===== src/hw/rtl/dfcr_pkg.sv =====
// Package with constants and types for the duplicated frame command receiver.
package dfcr_pkg;
   localparam int FrameBytes = 32;
   localparam int QueueDepth = 128;
   localparam int PulseBits  = 24;
   localparam int FillBits   = $clog2(FrameBytes + 1);
   localparam int FrameAw    = $clog2(FrameBytes);
   localparam int QueueAw    = $clog2(QueueDepth);
   localparam int QFillBits  = $clog2(QueueDepth + 1);
   localparam int MagBits    = 45;

   localparam logic [7:0] CharHash  = 8'h23;
   localparam logic [7:0] CharSemi  = 8'h3B;
   localparam logic [7:0] CharBang  = 8'h21;
   localparam logic [7:0] CharX     = 8'h58;
   localparam logic [7:0] CharR     = 8'h52;
   localparam logic [7:0] CharI     = 8'h49;
   localparam logic [7:0] CharD     = 8'h44;
   localparam logic [7:0] CharS     = 8'h53;
   localparam logic [7:0] CharComma = 8'h2C;
   localparam logic [7:0] CharPlus  = 8'h2B;
   localparam logic [7:0] CharMinus = 8'h2D;
   localparam logic [7:0] CharSpace = 8'h20;

   localparam logic [3:0] ReplyNone    = 4'd0;
   localparam logic [3:0] ReplyAckR    = 4'd1;
   localparam logic [3:0] ReplyAckI    = 4'd2;
   localparam logic [3:0] ReplyAckD    = 4'd3;
   localparam logic [3:0] ReplyAckS    = 4'd4;
   localparam logic [3:0] ReplyRefused = 4'd5;
   localparam logic [3:0] ReplyBadCmd  = 4'd6;
   localparam logic [3:0] ReplyQFull   = 4'd7;
   localparam logic [3:0] ReplyBadMsg  = 4'd8;

   localparam logic [1:0] LinkIdle   = 2'd0;
   localparam logic [1:0] LinkGame   = 2'd1;
   localparam logic [1:0] LinkCenter = 2'd2;
   localparam logic [1:0] LinkDisc   = 2'd3;

   // Parser phases.
   typedef enum logic [2:0] {
      PS_SPACE  = 3'b001,
      PS_DIGIT  = 3'b010,
      PS_DONE   = 3'b100
   } parse_phase_type;

   // Number parser result.
   typedef struct packed {
      logic                        done;
      logic signed [PulseBits-1:0] x;
      logic signed [PulseBits-1:0] y;
   } parse_result_type;

   function automatic logic is_space(input logic [7:0] b);
      is_space = (b == CharSpace) || (b >= 8'd9 && b <= 8'd13);
   endfunction

   function automatic logic is_digit(input logic [7:0] b);
      is_digit = (b >= 8'h30) && (b <= 8'h39);
   endfunction
endpackage


===== src/hw/rtl/dfcr_parser.sv =====
// Decimal parser for move payloads; takes one character per cycle while step is asserted.
module dfcr_parser
   import dfcr_pkg::*;
(
   input  logic                  clock,
   input  logic                  reset,
   input  logic                  start,
   input  logic                  step,
   input  logic [7:0]            char_in,
   input  logic                  at_end,
   output parse_result_type      result
);
   parse_phase_type             phase_ff, phase_in;
   logic                        second_ff, second_in;
   logic                        neg_ff, neg_in;
   logic                        any_ff, any_in;
   logic [MagBits-1:0]          mag_ff, mag_in;
   logic signed [PulseBits-1:0] x_ff, x_in, y_ff, y_in;
   logic signed [PulseBits-1:0] sat_val;
   logic [MagBits+3:0]          mag_ext;
   localparam logic [MagBits-1:0] MaxPos = MagBits'((64'd1 << (PulseBits - 1)) - 1);

   // Saturate the current magnitude into the pulse range.
   always_comb begin
      if (!any_ff) begin
         sat_val = '0;
      end else if (neg_ff) begin
         sat_val = (mag_ff > MaxPos) ? {1'b1, {(PulseBits-1){1'b0}}}
                                     : PulseBits'(-$signed({1'b0, mag_ff}));
      end else begin
         sat_val = (mag_ff > MaxPos) ? {1'b0, {(PulseBits-1){1'b1}}}
                                     : PulseBits'(mag_ff);
      end
   end

   assign mag_ext = ({4'd0, mag_ff} << 3) + ({4'd0, mag_ff} << 1)
                    + (MagBits+4)'(char_in - 8'h30);

   // Step the scan over one stored character; every step takes one character.
   always_comb begin
      phase_in  = phase_ff;
      second_in = second_ff;
      neg_in    = neg_ff;
      any_in    = any_ff;
      mag_in    = mag_ff;
      x_in      = x_ff;
      y_in      = y_ff;
      if (start) begin
         phase_in = PS_SPACE; second_in = 1'b0; neg_in = 1'b0; any_in = 1'b0;
         mag_in = '0; x_in = '0; y_in = '0;
      end else if (step) begin
         unique case (phase_ff)
            PS_SPACE: begin
               if (!at_end && is_space(char_in)) begin
                  phase_in = PS_SPACE;
               end else if (!at_end && (char_in == CharPlus || char_in == CharMinus)) begin
                  neg_in   = (char_in == CharMinus);
                  phase_in = PS_DIGIT;
               end else if (!at_end && is_digit(char_in)) begin
                  mag_in   = MagBits'(mag_ext);
                  any_in   = 1'b1;
                  phase_in = PS_DIGIT;
               end else begin
                  // A number without digits reads as zero and ends the scan.
                  phase_in = PS_DONE;
               end
            end
            PS_DIGIT: begin
               if (!at_end && is_digit(char_in)) begin
                  if (mag_ff < (MagBits'(1) << 40)) mag_in = MagBits'(mag_ext);
                  any_in = 1'b1;
               end else if (second_ff) begin
                  y_in = sat_val; phase_in = PS_DONE;
               end else if (any_ff && !at_end && char_in == CharComma) begin
                  x_in = sat_val;
                  second_in = 1'b1; neg_in = 1'b0; any_in = 1'b0; mag_in = '0;
                  phase_in = PS_SPACE;
               end else begin
                  x_in = sat_val;
                  phase_in = PS_DONE;
               end
            end
            PS_DONE: phase_in = PS_DONE;
            default: phase_in = PS_DONE;
         endcase
      end
   end

   always_ff @(posedge clock) begin
      if (reset) begin
         phase_ff <= PS_DONE;
      end else begin
         phase_ff <= phase_in;
      end
      second_ff <= second_in;
      neg_ff    <= neg_in;
      any_ff    <= any_in;
      mag_ff    <= mag_in;
      x_ff      <= x_in;
      y_ff      <= y_in;
   end

   assign result.done = (phase_ff == PS_DONE);
   assign result.x    = x_ff;
   assign result.y    = y_ff;
endmodule


===== config.mk =====
export PLATFORM = sky130hd
export DESIGN_NAME = dfcr_parser
export DESIGN_NICKNAME = d
export VERILOG_FILES = /design/src/hw/rtl/dfcr_pkg.sv /design/src/hw/rtl/dfcr_parser.sv
export SDC_FILE = /design/constraint.sdc
export NUM_CORES = 1
export LEC_CHECK = 0
export ABC_CLOCK_PERIOD_IN_PS = 17210
export BUFFER_PORTS_ARGS = -buffer_cell sky130_fd_sc_hd__buf_2
export CAP_MARGIN = 20
export CORE_AREA = 2 2 94 186
export CTS_CLUSTER_DIAMETER = 200
export DETAILED_ROUTE_END_ITERATION = 8
export DIE_AREA = 0 0 96 188
export PLACE_DENSITY = 0.67
export RECOVER_POWER = 100
export SLEW_MARGIN = 5
export SYNTH_ARGS = -nofsm -noshare
export SYNTH_HDL_FRONTEND = slang
export SYNTH_SLANG_ARGS = --single-unit

===== constraint.sdc =====
create_clock -name clock -period 17.21 [get_ports clock]
set_input_delay 0 -clock clock [delete_from_list [all_inputs] [get_ports clock]]
set_output_delay 0 -clock clock [all_outputs]
set_load 0.02 [all_outputs]

[Word-level counts from Yosys, hierarchy flattened]
Index checks and enable logic that the tools add are counted.
Storage, ports and cells
  register bits after elaboration: 99
  input port bits: 13
  output and inout bits: 49
  word-level logic and storage cells: 93
Cells by class
  add/sub/neg operators: 4
  magnitude comparators: 6
  eq/ne operators: 18
  muxes and demuxes: 34
  bitwise logic cells: 2
  reductions and logical operators: 21
Operator list (number)
  two-way mux 45 bit: 7
  two-way mux 24 bit: 4
  adder 45 bit: 2
  one-hot mux 45 bit (2 select lines): 1
  > comparator 45 x 23 -> 1 bit, second input constant: 1
  < comparator 45 x 41 -> 1 bit, second input constant: 1
  equality test 8 x 6 -> 1 bit, second input constant: 4
  two-way mux 3 bit: 8
  negator 24 bit: 1
  inequality test 2 bit, second input constant: 7
  AND reduction 7 bit: 2
  inequality test 3 bit, second input constant: 4
  two-way mux 1 bit: 11
  subtractor 8 x 6 -> 9 bit, second input constant: 1
  greater-or-equal comparator 8 x 4 -> 1 bit, second input constant: 1
  greater-or-equal comparator 8 x 6 -> 1 bit, second input constant: 1
  <= comparator 8 x 4 -> 1 bit, second input constant: 1
  <= comparator 8 x 6 -> 1 bit, second input constant: 1
  AND reduction 4 bit: 2
  AND reduction 8 bit: 1
  logical AND 1 bit: 7
  one-hot mux 3 bit (2 select lines): 1
  one-hot mux 1 bit (2 select lines): 2
  AND reduction 2 bit: 2
  9 further kinds: 12

[Logic depth before layout (Yosys ltp)]
  word-level depth: 9
  depth in mapped cells: 15
  mapped depth without buffers: 14

[Worst setup path after synthesis]
No wires, ideal clock.
  kind: input -> register
  start: in char_in[4]
  end: reg mag_ff[44]
  data arrival time: 6.923 ns
  data required time: 17.090 ns
  setup slack: 10.167 ns
  stages on the path: 14
  path buffers: 1
  cell sequence: ha_1 -> nor3_1 -> fa_1 -> ha_1 -> clkbuf_1 -> nand2_1 -> a2111o_1 -> o21ai_0 -> a211oi_1 -> o31ai_1 -> a211oi_1 -> nor4_1 -> mux2i_1 -> nand2_1
Between the ends
  longest elaborated chain between the ends: 6
  elaborated cells on any way between the ends: 31
  those cells by class: add/sub: 2; order compare: 4; eq/ne: 10; mux: 6; reduce/logical: 9
Ends and longest elaborated chain
  start: declaration: line dfcr_parser.sv:9  | input logic [7:0] char_in,
  subtractor 8 x 6 -> 9 bit (tied with other cells): line dfcr_parser.sv:37  | + (MagBits+4)'(char_in - 8'h30);
  adder 45 bit / logical AND 1 bit (equally long branches): line dfcr_parser.sv:37, dfcr_pkg.sv:55
  two-way mux 45 bit / logical OR 1 bit (equally long branches): line dfcr_parser.sv:59, dfcr_pkg.sv:55
  two-way mux 45 bit / logical AND 1 bit (equally long branches): line dfcr_parser.sv:56, dfcr_parser.sv:54
  two-way mux 45 bit / inequality test 2 bit (equally long branches)
  one-hot mux 45 bit (2 select lines) / AND reduction 8 bit (equally long branches)
  end signal: assignment: line dfcr_parser.sv:98  | mag_ff <= mag_in;
  end: declaration: line dfcr_parser.sv:17  | logic [MagBits-1:0] mag_ff, mag_in;
Parallel ways exist; a longest one is shown, timed or not. The select of a mux whose other input is x is not followed.
A chain may end at the register's enable or synchronous reset.

[Worst setup path after layout]
Same ends and word-level chain as after synthesis.

==> metrics.cfg <==
[run_status]
run_status=finished with violations
violations=max-capacitance violations, max-slew violations

[synthesis]
yosysSeqAreaShare_pct=25.2
synth_area_sq_um=7860
ys_seq_elements=99
avgSynthCellArea_sq_um=7.81
synthFlopType=dfxtp_1
ys_types=59
synth_cells=1007
yosysWarnings=0
synth_edf_count=0
synth_nets=1112
async_flop_share_pct=0

[routing]
drt_pass1_iterations=7
drc=0
routed_wl_microns=21200
vias_per_cell=5.88
route.vias.total=7304
dr_wl_met2_microns=11900
dr.max_layer_used=met4
ant_nets=0
met1Wirelength_microns=7870
wire_per_inst_microns=17.0
first_iter_violations=275
wl_met3_microns=494

[die]
die_area_sq_um=18000
die_w_microns=96
die_y_microns=188
core_sq_um=16700
ios=62
rows=67
start_util_pct=47.1

[placement]
place_area_sq_um=8260
place_congestion=0.906
hpwlAfterDp_microns=16000
port_buffers=61
dp_cells=1223
pre_cts_slack_ps=12440

[setup_path]
reg2regPathDepth=10
crit_arrival_ps=6230
reg2reg_slack_ps=12490
crit_path_start_kind=input pin
end_kind=flip-flop
reg2reg_from=any_ff
cp.buffers_inverters=2
worstSetupPathType=input pin to flip-flop
reg2reg_to=mag_ff[44]
cp_top_family=buffers and inverters
crit_slowest_cell=clkbuf_1
cp_max_fo=37
crit_chain=clkbuf_1 -> ha_1 -> nor3_1 -> clkbuf_1 -> fa_1 -> ha_1 -> o21ai_0 -> a2111o_1 -> o21ai_0 -> a211oi_1 -> o31ai_1 -> a211oi_1 -> nor4_1 -> mux2i_1 -> nand2_1
crit_required_ps=17450
critPathMaxStageDelay_ps=1910

[power_and_ir_drop]
leakage_nw=3.43
ir_drop_v=0.0000382
powerDensity_nw_per_um2=62.0

[clock_tree]
postCtsSetupRepairBufs=0
cts_made_buffers=9
max-clock-path-buffers=2
cts_root_buf=clkbuf_16
path_clk_slew_ps=70
clock_sinks=99
insertion_delay_ps=350
cts_tree=yes
htree_levels=3

[global_route]
grt_max_degree=82
grt_util_all_layers_pct=23.9
grt_pass1_wl_microns=34200
grt.overflow.total=0
grt_pass1_vias=7096
antenna_found_initial=0

[timing]
worst_pin_slew_ps=2690
relSlewSlack_pct=-79.1
min_period_over_period_pct=34.8
grt_setup_unrepaired=false
final_max_slew_viol_count=111
finalSetupViolations=0
fmax_mhz=167
finalHoldViolCount=0
worst_slack_ps=11220
skew_ps=7.69
finalSetupTns_ps=0
period_minus_slack_ps=5990

[job]
cap_violations=3

[cells_and_area]
layout_common_cells=nand2_1, a21oi_1, dfxtp_1
fin_area_sq_um=8530
finalNonFillerCells=1243
mostFrequentLayoutCell=nand2_1
syn_to_final_growth_pct=8.50
num-nets-final=1136
final_util_pct=51.1
drive_above_1_share_pct=4.15
antenna_cells=0

[min_path]
holdPathStages=4
worst_hold_path.endpoint=mag_ff[0]
min_path_type=input pin to flip-flop
min_from=char_in[0]

## per-layer routing
metal  up-vias  global-route usage [%]
met5         -                       0
met4         0                    11.3
met3        53                    2.53
met2       162                    46.2
met1      3450                    24.1
li1       3639                       -
## per-stage QoR
stage | hold slack (ps) | total power [mW]
floorplan | 69.1 | 0.305
global placement | 196 | 0.326
CTS | 68.2 | 0.533
detailed placement | 197 | 0.327
global route | 106 | 0.552
finish | 78.4 | 0.529
## cells by family (layout without fill, tap and decap cells)
group	count (synthesis)	after routing	synth area share [%]
AND/OR/NAND/NOR	389	389	23.5
AO/OA/AOI/OAI	303	303	23.7
flip-flops	99	99	25.2
adder cells (fa/ha/maj)	92	92	18.7
buffers and inverters	78	107	3.76
XOR/XNOR	43	43	4.79
multiplexers	3	3	0.382
## cell type report
| cell class | instances | area (sq um) |
|---|---|---|
| clock buffer | 10 | 239 |
| fill | 1676 | 8150 |
| sequential | 99 | 1980 |
| tap | 207 | 259 |
| inverter | 19 | 71.3 |
| clock inverter | 6 | 65.1 |
| multi-input combinational | 830 | 5580 |
| timing repair buffer | 72 | 333 |
## worst min-delay path, stage by stage
cell	delay [ps]
buf_2	130
inv_1	90
or3_1	110
a21oi_1	50
## timing repair
action | in CTS | in global routing
gates resized for setup | 0 | 0
hold buffers | 3 | 0
hold endpoints to repair | 6 | 0
endpoints found under the setup margin | 0 | 0
## synth_stat cells (all sizes together), types with 10 or more instances
| cell type | n | area [sq um] |
|---|---|---|
| ha | 50 | 626 |
| nor2b | 19 | 119 |
| o21ai | 60 | 300 |
| inv | 19 | 71.3 |
| nor2 | 93 | 349 |
| nor3 | 37 | 185 |
| a21o | 24 | 180 |
| or3 | 12 | 75.1 |
| nand3 | 10 | 50.1 |
| nand4 | 12 | 75.1 |
| xor2 | 21 | 184 |
| a21oi | 120 | 601 |
| o21a | 17 | 129 |
| a221oi | 14 | 123 |
| dfxtp | 99 | 1980 |
| nand2 | 145 | 544 |
| fa | 42 | 841 |
| xnor2 | 22 | 193 |
| clkbuf | 54 | 203 |
| nand2b | 13 | 81.3 |
| nor4 | 14 | 113 |
| a31oi | 10 | 62.6 |
## how the worst max path moves through the flow
stage / startpoint / endpoint / cells after the start / slack, ps
after floorplan: char_in[4] / mag_ff[44] / 14 / 10170
final: char_in[4] / mag_ff[44] / 15 / 11220
after detailed placement: char_in[4] / mag_ff[44] / 15 / 12440
after global placement: char_in[4] / mag_ff[42] / 15 / 12510
after CTS: char_in[4] / mag_ff[44] / 15 / 12800
after global routing: char_in[4] / mag_ff[42] / 15 / 10870
## registers in the layout, summed over array words and instances (netlist names)
signal and cells:
neg_ff 1, y_ff 24, x_ff 24, phase_ff 3, any_ff 1, mag_ff 45, second_ff 1
## report_power, final
group	total [mW]	switching [mW]	leakage (nW)	internal [mW]
Clock	0.206	0.0894	0.148	0.117
Sequential	0.235	0.00444	0.798	0.231
Combinational	0.0875	0.0554	2.48	0.0321
Total	0.529	0.149	3.43	0.379
(Power assumes the default switching activity.)
